File: config.mk
export PLATFORM = sky130hd
export DESIGN_NAME = lru_move_to_front_list_flat
export DESIGN_NICKNAME = d
export VERILOG_FILES = /design/src/rtl/lrumtf_pkg.sv /design/src/rtl/lrumtf_if.sv /design/src/rtl/lrumtf_front.sv /design/src/rtl/lrumtf_back.sv /design/src/rtl/lru_move_to_front_list.sv /design/src/flat_wrapper.sv
export SDC_FILE = /design/constraint.sdc
export NUM_CORES = 1
export LEC_CHECK = 0
export BUFFER_PORTS_ARGS = -buffer_cell sky130_fd_sc_hd__buf_2
export CELL_PAD_IN_SITES_DETAIL_PLACEMENT = 0
export CELL_PAD_IN_SITES_GLOBAL_PLACEMENT = 1
export CORE_ASPECT_RATIO = 0.8
export CORE_MARGIN = 4
export CORE_UTILIZATION = 30
export DETAILED_ROUTE_END_ITERATION = 8
export GPL_TIMING_DRIVEN = 1
export PLACE_DENSITY_LB_ADDON = 0.1
export SYNTH_ARGS = -nofsm -noshare
export SYNTH_HDL_FRONTEND = slang
export SYNTH_HIERARCHICAL = 1
export SYNTH_SLANG_ARGS = --single-unit
File: constraint.sdc
create_clock -name clk_i -period 7.37 [get_ports clk_i]
set_input_delay 1.474 -clock clk_i [delete_from_list [all_inputs] [get_ports clk_i]]
set_output_delay 1.474 -clock clk_i [all_outputs]
set_load 0.005 [all_outputs]
File: src/rtl/lrumtf_pkg.sv
// lrumtf_pkg: shared widths, defaults and types for the move-to-front recency list
// no dependencies; compiled first
package lrumtf_pkg;

  localparam int unsigned KeyW        = 32;
  localparam int unsigned PosW        = 6;
  localparam int unsigned DefCapacity = 8;
  localparam int unsigned QDepth      = 2;
  localparam int unsigned QPtrW       = (QDepth > 1) ? $clog2(QDepth) : 1;
  localparam int unsigned QCntW       = $clog2(QDepth + 1);

  // pending access handed from the front queue to the back engine
  typedef struct packed {
    logic                   valid;
    logic signed [KeyW-1:0] key;
  } key_req_t;

endpackage

File: src/rtl/lrumtf_if.sv
// lrumtf_if: valid/ready channels for accessed keys and listing results
// depends on lrumtf_pkg
interface lrumtf_key_if import lrumtf_pkg::*; ();
  logic                   valid;
  logic                   ready;
  logic signed [KeyW-1:0] key;

  modport source (output valid, output key, input ready);
  modport sink   (input valid, input key, output ready);
endinterface

interface lrumtf_res_if import lrumtf_pkg::*; ();
  logic                   valid;
  logic                   ready;
  logic        [PosW-1:0] position;
  logic signed [KeyW-1:0] entry_key;
  logic                   was_hit;
  logic                   last_entry;

  modport source (output valid, output position, output entry_key, output was_hit,
                  output last_entry, input ready);
  modport sink   (input valid, input position, input entry_key, input was_hit,
                  input last_entry, output ready);
endinterface

File: src/rtl/lrumtf_front.sv
// lrumtf_front: accepts keys and holds them in a short queue for the back engine
// depends on lrumtf_pkg
module lrumtf_front import lrumtf_pkg::*; (
  input  logic                   clk_i,
  input  logic                   rst_ni,
  input  logic                   in_valid_i,
  output logic                   in_ready_o,
  input  logic signed [KeyW-1:0] in_key_i,
  output key_req_t               req_o,
  input  logic                   pop_i
);

  logic signed [KeyW-1:0] mem_q [QDepth];
  logic [QPtrW-1:0]       wptr_q, wptr_d;
  logic [QPtrW-1:0]       rptr_q, rptr_d;
  logic [QCntW-1:0]       cnt_q, cnt_d;
  logic                   push, pop;

  assign in_ready_o = (cnt_q != QCntW'(QDepth));
  assign push       = in_valid_i && in_ready_o;
  assign pop        = pop_i && (cnt_q != '0);

  assign req_o.valid = (cnt_q != '0);
  assign req_o.key   = mem_q[rptr_q];

  always_comb begin
    wptr_d = wptr_q;
    rptr_d = rptr_q;
    cnt_d  = cnt_q;
    if (push) begin
      wptr_d = (wptr_q == QPtrW'(QDepth - 1)) ? '0 : wptr_q + QPtrW'(1);
    end
    if (pop) begin
      rptr_d = (rptr_q == QPtrW'(QDepth - 1)) ? '0 : rptr_q + QPtrW'(1);
    end
    if (push && !pop) begin
      cnt_d = cnt_q + QCntW'(1);
    end else if (pop && !push) begin
      cnt_d = cnt_q - QCntW'(1);
    end
  end

  always_ff @(posedge clk_i or negedge rst_ni) begin
    if (!rst_ni) begin
      wptr_q <= '0;
      rptr_q <= '0;
      cnt_q  <= '0;
    end else begin
      wptr_q <= wptr_d;
      rptr_q <= rptr_d;
      cnt_q  <= cnt_d;
    end
  end

  always_ff @(posedge clk_i) begin
    if (push) begin
      mem_q[wptr_q] <= in_key_i;
    end
  end

endmodule

File: src/rtl/lrumtf_back.sv
// lrumtf_back: compares, reorders the recency list and streams it out entry by entry
// depends on lrumtf_pkg
module lrumtf_back import lrumtf_pkg::*; #(
  parameter int unsigned CAPACITY = DefCapacity
) (
  input  logic                   clk_i,
  input  logic                   rst_ni,
  input  key_req_t               req_i,
  output logic                   pop_o,
  output logic                   out_valid_o,
  input  logic                   out_ready_i,
  output logic        [PosW-1:0] out_position_o,
  output logic signed [KeyW-1:0] out_entry_key_o,
  output logic                   out_was_hit_o,
  output logic                   out_last_entry_o
);

  localparam int unsigned IdxW = (CAPACITY > 1) ? $clog2(CAPACITY) : 1;
  typedef logic [CAPACITY-1:0] vec_t;

  typedef enum logic [2:0] {
    ST_IDLE  = 3'b001,
    ST_APPLY = 3'b010,
    ST_EMIT  = 3'b100
  } state_e;

  state_e                 state_q, state_d;
  logic signed [KeyW-1:0] list_q [CAPACITY];
  logic signed [KeyW-1:0] list_d [CAPACITY];
  logic signed [KeyW-1:0] key_q, key_d;
  vec_t                   match_q, match_d;
  logic                   hit_q, hit_d;
  logic [IdxW-1:0]        idx_q, idx_d;
  logic                   out_valid_q, out_valid_d;
  logic                   out_load;
  logic                   is_last;
  logic                   hit;
  vec_t                   first;
  vec_t                   shift_mask;

  logic        [PosW-1:0] pos_q;
  logic signed [KeyW-1:0] ekey_q;
  logic                   ohit_q;
  logic                   olast_q;

  assign is_last  = (idx_q == IdxW'(CAPACITY - 1));
  // output register frees up when empty or taken this cycle
  assign out_load = (state_q == ST_EMIT) && (!out_valid_q || out_ready_i);
  assign pop_o    = (state_q == ST_IDLE) && req_i.valid;

  // lowest matching position; entries up to it shift back, a miss shifts all
  assign hit        = |match_q;
  assign first      = match_q & (~match_q + vec_t'(1));
  assign shift_mask = hit ? (first | (first - vec_t'(1))) : '1;

  always_comb begin
    state_d     = state_q;
    list_d      = list_q;
    key_d       = key_q;
    match_d     = match_q;
    hit_d       = hit_q;
    idx_d       = idx_q;
    out_valid_d = out_valid_q;
    if (out_valid_q && out_ready_i) begin
      out_valid_d = 1'b0;
    end
    unique case (state_q)
      ST_IDLE: begin
        if (req_i.valid) begin
          key_d = req_i.key;
          for (int i = 0; i < CAPACITY; i++) begin
            match_d[i] = (list_q[i] == req_i.key);
          end
          state_d = ST_APPLY;
        end
      end
      ST_APPLY: begin
        list_d[0] = key_q;
        for (int i = 1; i < CAPACITY; i++) begin
          list_d[i] = shift_mask[i] ? list_q[i-1] : list_q[i];
        end
        hit_d   = hit;
        idx_d   = '0;
        state_d = ST_EMIT;
      end
      ST_EMIT: begin
        if (out_load) begin
          out_valid_d = 1'b1;
          // rotate so the next entry sits at the head
          for (int i = 0; i < CAPACITY - 1; i++) begin
            list_d[i] = list_q[i+1];
          end
          list_d[CAPACITY-1] = list_q[0];
          if (is_last) begin
            state_d = ST_IDLE;
          end else begin
            idx_d = idx_q + IdxW'(1);
          end
        end
      end
      default: state_d = ST_IDLE;
    endcase
  end

  always_ff @(posedge clk_i or negedge rst_ni) begin
    if (!rst_ni) begin
      state_q     <= ST_IDLE;
      out_valid_q <= 1'b0;
      idx_q       <= '0;
      hit_q       <= 1'b0;
      for (int i = 0; i < CAPACITY; i++) begin
        list_q[i] <= '0;
      end
    end else begin
      state_q     <= state_d;
      out_valid_q <= out_valid_d;
      idx_q       <= idx_d;
      hit_q       <= hit_d;
      list_q      <= list_d;
    end
  end

  always_ff @(posedge clk_i) begin
    key_q   <= key_d;
    match_q <= match_d;
    if (out_load) begin
      pos_q   <= PosW'(idx_q);
      ekey_q  <= list_q[0];
      ohit_q  <= hit_q;
      olast_q <= is_last;
    end
  end

  assign out_valid_o      = out_valid_q;
  assign out_position_o   = pos_q;
  assign out_entry_key_o  = ekey_q;
  assign out_was_hit_o    = ohit_q;
  assign out_last_entry_o = olast_q;

endmodule

File: src/rtl/lru_move_to_front_list.sv
// lru_move_to_front_list: recency-ordered key list with move-to-front on access
// depends on lrumtf_pkg, lrumtf_if, lrumtf_front, lrumtf_back
//
//   channel  dir  carries                                       transfer when
//   key_i    in   key                                           valid && ready
//   res_o    out  position, entry_key, was_hit, last_entry      valid && ready
//
// each access passes through the back engine as a compare step and a reorder
// step, then one listing entry per cycle through the output register while the
// sink is ready; the register bounds the rate, a stalled sink holds the listing in place
// the front queue keeps taking keys (two deep) while the back engine is busy
// reset clears the list to all zeros at once; no clearing pass
module lru_move_to_front_list import lrumtf_pkg::*; #(
  parameter int unsigned CAPACITY = DefCapacity
) (
  input  logic        clk_i,
  input  logic        rst_ni,
  lrumtf_key_if.sink  key_i,
  lrumtf_res_if.source res_o
);

  // hand-off from the queue to the reorder engine
  key_req_t req;
  logic     pop;

  // front: accept transfers and buffer keys
  lrumtf_front u_front (
    .clk_i      (clk_i),
    .rst_ni     (rst_ni),
    .in_valid_i (key_i.valid),
    .in_ready_o (key_i.ready),
    .in_key_i   (key_i.key),
    .req_o      (req),
    .pop_i      (pop)
  );

  // back: search, move to front, then list every position in order
  lrumtf_back #(
    .CAPACITY (CAPACITY)
  ) u_back (
    .clk_i            (clk_i),
    .rst_ni           (rst_ni),
    .req_i            (req),
    .pop_o            (pop),
    .out_valid_o      (res_o.valid),
    .out_ready_i      (res_o.ready),
    .out_position_o   (res_o.position),
    .out_entry_key_o  (res_o.entry_key),
    .out_was_hit_o    (res_o.was_hit),
    .out_last_entry_o (res_o.last_entry)
  );

endmodule

File: src/flat_wrapper.sv
// flat-port wrapper written by rule: the top's interface ports become plain ports
module lru_move_to_front_list_flat import lrumtf_pkg::*;
#(
  parameter int unsigned CAPACITY = DefCapacity
)
  (clk_i, rst_ni, key_i_valid, key_i_key, key_i_ready, res_o_valid, res_o_position, res_o_entry_key, res_o_was_hit, res_o_last_entry, res_o_ready);
  lrumtf_key_if key_i_i ();
  lrumtf_res_if res_o_i ();
  input  logic clk_i;
  input  logic rst_ni;
  input wire logic [$bits(key_i_i.valid)-1:0] key_i_valid;
  input wire logic [$bits(key_i_i.key)-1:0] key_i_key;
  output wire logic [$bits(key_i_i.ready)-1:0] key_i_ready;
  output wire logic [$bits(res_o_i.valid)-1:0] res_o_valid;
  output wire logic [$bits(res_o_i.position)-1:0] res_o_position;
  output wire logic [$bits(res_o_i.entry_key)-1:0] res_o_entry_key;
  output wire logic [$bits(res_o_i.was_hit)-1:0] res_o_was_hit;
  output wire logic [$bits(res_o_i.last_entry)-1:0] res_o_last_entry;
  input wire logic [$bits(res_o_i.ready)-1:0] res_o_ready;
  assign key_i_i.valid = key_i_valid;
  assign key_i_i.key = key_i_key;
  assign key_i_ready = key_i_i.ready;
  assign res_o_valid = res_o_i.valid;
  assign res_o_position = res_o_i.position;
  assign res_o_entry_key = res_o_i.entry_key;
  assign res_o_was_hit = res_o_i.was_hit;
  assign res_o_last_entry = res_o_i.last_entry;
  assign res_o_i.ready = res_o_ready;
  lru_move_to_front_list #(.CAPACITY(CAPACITY)) u_core (.clk_i(clk_i), .rst_ni(rst_ni), .key_i(key_i_i), .res_o(res_o_i));
endmodule
# Yosys cells after proc, flatten, opt, wreduce, memory -nomap -nowiden
# Memory sizes are Yosys's and may differ from the RTL's.
# Index checks and enable logic that the tools add are counted.
dict set report word_totals {
  register_bits 345
  ramBits 64
  out_inout_bits 42
  mem_count 1
}
dict set report op_classes {
  n_addsub 7
  n_eq_ne 24
  mux 26
  bitwise 3
  reduce_logical 26
}
# name depth word_bits rd rd_clocked_by_memory_dff wr line_no
set mem_list {}
lappend mem_list {u_core.u_front.mem_q 2 32 1 0 1 lrumtf_front.sv:13} ;# logic signed [KeyW-1:0] mem_q [QDepth];
# op count
set op_table {}
lappend op_table {{$pmux 256 s2} 1}
lappend op_table {{$eq 32x32->1} 8}
lappend op_table {{$mux 256} 1}
lappend op_table {{$mux 32} 7}
lappend op_table {{$reduce_and 3->1} 9}
lappend op_table {{$ne 2x2->1 const B} 12}
lappend op_table {{$mux 3} 5}
lappend op_table {{$pmux 3 s3} 1}
lappend op_table {{$add 8x1->8 const B} 1}
lappend op_table {{$and 8x8->8} 1}
lappend op_table {{$mux 8} 1}
lappend op_table {{$not 8->8} 1}
lappend op_table {{$or 8x8->8} 1}
lappend op_table {{$reduce_or 8->1} 1}
lappend op_table {{$sub 8x1->8 const B} 1}
lappend op_table {{$logic_and 1x1->1} 7}
lappend op_table {{$mux 1} 7}
lappend op_table {{$eq 3x3->1 const B} 2}
lappend op_table {{$pmux 3 s2} 1}
lappend op_table {{$reduce_bool 2->1} 3}
lappend op_table {{$mux 2} 2}
lappend op_table {{$reduce_and 2->1} 2}
lappend op_table {{$add 3x1->3 const B} 1}
lappend op_table {{$eq 3x1->1 const B} 1}
lappend op_table {{other kinds (6)} 9}

# Longest topological paths before layout
dict set report logic_depth {
  ltp_word 8
  mapped_depth 8
  ltp_nobuf 7
}

# Modules after synthesis
# Netlist, hierarchy kept.
# module instances cells_per_inst area_per_inst_um2
set modules_own_cells {}
lappend modules_own_cells {lrumtf_back 1 1336 18335.1}
lappend modules_own_cells {lrumtf_front 1 118 2658.8}

# Worst setup path before layout
# OpenSTA, ideal clock, no wires.
dict set report synth_timing {
  path_type {register to register}
  start {register u_core.u_back.state_q[0]}
  end {register u_core.u_front.cnt_q[1]}
  setup_ns 0.079
  t_arrival_ns 5.880
  t_required_ns 7.291
  setup_slack_ns 1.411
  stages_incl_launch_ff 8
  n_path_buf 1
  period_less_slack_ns 5.959
  path_cell_list {dfstp_2 > clkbuf_1 > nor4bb_1 > nand2_2 > ha_1 > xor2_1 > nor2_1 > xor2_1}
}
dict set report synth_via {
  elab_chain_len 6
}
# element line_no
set synth_rtl {}
lappend synth_rtl {{start: declaration} lrumtf_back.sv:27} ;# state_e state_q, state_d;
lappend synth_rtl {{start signal: assignment} lrumtf_back.sv:115} ;# state_q <= state_d;
lappend synth_rtl {{$eq 3x1->1 (*)} lrumtf_back.sv:49} ;# assign pop_o = (state_q == ST_IDLE) && req_i.valid;
lappend synth_rtl {{$logic_and 1x1->1 (*)} lrumtf_back.sv:49}
lappend synth_rtl {{net u_core.pop} lru_move_to_front_list.sv:24} ;# logic pop;
lappend synth_rtl {{$logic_and 1x1->1 (*)} lrumtf_front.sv:21} ;# assign pop = pop_i && (cnt_q != '0);
lappend synth_rtl {{$logic_not 1->1} lrumtf_front.sv:36} ;# if (push && !pop) begin
lappend synth_rtl {{$logic_and 1x1->1} lrumtf_front.sv:36}
lappend synth_rtl {{$mux 2 or $reduce_bool 2->1 (tied branches)} --}
lappend synth_rtl {{end signal: assignment} lrumtf_front.sv:51} ;# cnt_q <= cnt_d;
lappend synth_rtl {{end: declaration} lrumtf_front.sv:16} ;# logic [QCntW-1:0] cnt_q, cnt_d;
# Mark *: on every way through the listed nets, which the timed path passes. The rest lies on a longest branch.
# A chain may end at the register's enable or synchronous reset.

==> impl_metrics.json <==
{
  "synth_area_leaders": "dfrtp_1 32%, mux2_2 26%, edfxtp_1 20%, xor2_1 11%, mux2_4 2.1%",
  "utilization": 0.3431,
  "fin_setup_tns_ns": 0,
  "hold_viol_final": 0,
  "leakagePower_nw": 10.12,
  "status": "finished, final reports clean",
  "fin_ws_ns": 3.797,
  "syn_inst": 1454,
  "switchingPower_mw": 4.865,
  "grt_usage": 0.1853,
  "initial_core_util": 0.3039,
  "yosys.area.top_type_share": 0.3183,
  "p_sw_frac": 0.4151,
  "coreArea_um2": 69080,
  "grt_overflow": 0,
  "finalCritPeriodShare": 0.4848,
  "insertion_delay_ns": 0.58,
  "seqPwrFrac": 0.362,
  "numCtsBuffers": 47,
  "synth_cell_types": 38,
  "total_power_mw": 11.72,
  "pre_cts_ws_ns": 3.690,
  "cts_max_level": 2,
  "drive_gt1_frac": 0.4494,
  "power.internal_mw": 6.856,
  "die_x_um": 303.8,
  "path_delay_family": "simple AND/OR/NAND/NOR gates",
  "ys_ff_latch": 409,
  "rsz0062_at_grt": "no",
  "place_hpwl_um": 47990,
  "design_area_um2": 23700,
  "post_cts_buffers": 0,
  "clk_pin_slew_ns": 0.06,
  "finalCriticalPeriod_ns": 3.573,
  "finalWirelength_um": 69760,
  "grt_max_degree": 163,
  "num_vias": 11970,
  "max_freq_mhz": 279.9,
  "crit_path_end_kind": "register",
  "ys_top_cells_by_count": "480 x mux2_2, 267 x dfrtp_1, 258 x xor2_1, 141 x edfxtp_1, 64 x nor4_1",
  "path_buf_inv": 1,
  "synthFlopType": "dfrtp_1",
  "drtPass1Iterations": 4,
  "grt_pass1_vias": 12450,
  "syn_area_um2": 20990,
  "required_ns": 7.80,
  "ant_nets": 0,
  "gp_congestion": 0.8160,
  "worstSetupStartpointType": "register",
  "worst_pin_slew_ns": 1.375,
  "root_buffer": "clkbuf_16",
  "area_delta_synth_final_pct": 12.89,
  "cts_tree": "yes",
  "min_path_type": "register to register",
  "clock_sinks": 409,
  "p_per_area_nw_per_um2": 494.6,
  "drt_first_iter_violations": 630,
  "skew_ns": 0.01745,
  "rows": 86,
  "slowest_stage": "nor4_1",
  "synthArstFlopShare": 0.6553,
  "synth_xor_area_frac": 0.1089,
  "antenna_found_initial": 2,
  "yosysTopAreaCell": "dfrtp_1",
  "synth-simple-area-share": 0.03695,
  "io_pins": 78,
  "wl_per_cell_um": 28.30,
  "place_area_um2": 22150,
  "path_cells": "buf_4, mux2_4, xor2_1, nor4_1, nand4_1, nor2_1",
  "peakVddDrop_mv": 0.2399,
  "synth_edf_count": 141,
  "synth-adder-area-share": 0.001788,
  "dp.cells": 2377,
  "path_class": "register to register",
  "drc": 0,
  "clkPwrFrac": 0.203,
  "clockBufferDepth": 3,
  "nets": 1541,
  "reg2reg_slack_ns": 3.80,
  "synthMuxAreaShare": 0.2975,
  "viasPerCell": 4.854,
  "grt_first_pass_wirelength_um": 98640,
  "instances_no_fill": 2465,
  "hold_buffers": 0,
  "finalSetupViolCount": 0,
  "cap_violations": 0,
  "synth_compound_area_frac": 0.003040,
  "ys_seq_area_frac": 0.5212,
  "synth_top_family_by_area": "multiplexers",
  "holdWs_ns": 0.4645,
  "die_y_um": 244.6,
  "slowest_delay_ns": 1.21,
  "yosys_warnings": 6,
  "fillCellCount": 6868,
  "cts_resized": 0,
  "worstPathMaxFanout": 33,
  "timing.slew.headroom": 0.07477,
  "power_frac_comb": 0.435,
  "die_area_um2": 74300,
  "arrival_ns": 4.00,
  "slew_violations": 0,
  "synth.most_common_cell": "mux2_2",
  "syn_area_per_cell_um2": 14.44,
  "portBuffers": 74
}
==> worst reg2reg max path, cell delays in order, from the launching register on <==
cell	delay, ns
dfrtp_2	0.33
buf_4	0.53
mux2_4	0.48
xor2_1	0.30
nor4_1	1.22
nand4_1	0.35
nor2_1	0.21
==> power by group through the flow <==
stage	logic, mW	clock network (mW)	registers (mW)
after floorplan	3.34	0	3.91
after global placement	5.09	0	4.28
after detailed placement	5.11	0	4.29
after CTS	5.15	2.47	4.25
after global routing	5.39	2.55	4.37
final	5.10	2.38	4.24
==> layer usage <==
layer / routed length (um) / GRT usage / part of all wire
met1: 35140 / 0.2779 / 0.50
met2: 30260 / 0.2787 / 0.43
met3: 3234 / 0.03640 / 0.046
met4: 1109 / 0.03492 / 0.016
met5: 13 / 0 / 0.00019
==> sequential cells by signal, summed over array words and instances (netlist names), 2 cells and up <==
| signal | count |
|---|---|
| u_core/u_back/idx_q | 3 |
| u_core/u_back/key_q | 32 |
| u_core/u_back/list_q | 256 |
| u_core/u_back/match_q | 8 |
| u_core/u_back/out_entry_key_o | 32 |
| u_core/u_back/out_position_o | 3 |
| u_core/u_back/state_q | 3 |
| u_core/u_front/cnt_q | 2 |
| u_core/u_front/mem_q | 64 |
==> area by class of cell <==
class                           instances  area [um^2]  area share
Clock buffer                           68         1378     0.05812
Inverter                                3        11.26   0.0004751
Timing Repair Buffer                   91        533.0     0.02249
Multi-Input combinational cell        950         9505      0.4011
Tap cell                              924         1156     0.04878
Sequential cell                       409        10940      0.4617
Clock inverter                         19        171.4    0.007233
Antenna cell                            1        2.502   0.0001056
==> cells in the final DEF, fill, tap and decap left out, drive strengths merged, types with 3 or more instances in the layout <==
| cell | netlist | layout |
|---|---|---|
| dfrtp | 267 | 267 |
| buf | 61 | 91 |
| nor2 | 19 | 19 |
| mux2 | 544 | 544 |
| inv | 3 | 3 |
| edfxtp | 141 | 141 |
| a21oi | 4 | 4 |
| nor3 | 7 | 7 |
| xor2 | 258 | 258 |
| xnor2 | 3 | 3 |
| nand2 | 9 | 9 |
| nand4 | 16 | 16 |
| clkinv | 0 | 15 |
| bufinv | 0 | 3 |
| o21ai | 3 | 3 |
| clkbuf | 33 | 68 |
| nor4 | 65 | 65 |
| nor2b | 3 | 3 |
| ha | 3 | 3 |
| conb | 1 | 3 |
==> cells by family (layout without fill, tap and decap cells) <==
logic type | Yosys count | in the layout
compound gates | 9 | 9
other cells | 1 | 4
buf+inv | 97 | 181
mux | 545 | 545
fa+ha+maj | 3 | 3
flops | 409 | 409
xor+xnor | 261 | 261
simple gates | 129 | 129
==> worst paths after layout <==
path | cells past startpoint | to | from
worst max-delay path | 6 | u_core/u_back/match_q[1]$_DFFE_PP_ | u_core/u_front/rptr_q$_DFFE_PN0P_
max in group asynchronous | 2 | u_core/u_back/list_q[46]$_DFFE_PN0P_ | rst_ni
worst max register to register | 6 | u_core/u_back/match_q[1]$_DFFE_PP_ | u_core/u_front/rptr_q$_DFFE_PN0P_
worst min register to register | 0 | u_core/u_back/out_was_hit_o$_DFFE_PP_ | u_core/u_back/hit_q$_DFFE_PN0N_
min in group asynchronous | 1 | u_core/u_back/list_q[218]$_DFFE_PN0P_ | rst_ni
worst min-delay path | 0 | u_core/u_back/out_was_hit_o$_DFFE_PP_ | u_core/u_back/hit_q$_DFFE_PN0N_
Note: power is estimated with default switching activity, not from simulation.
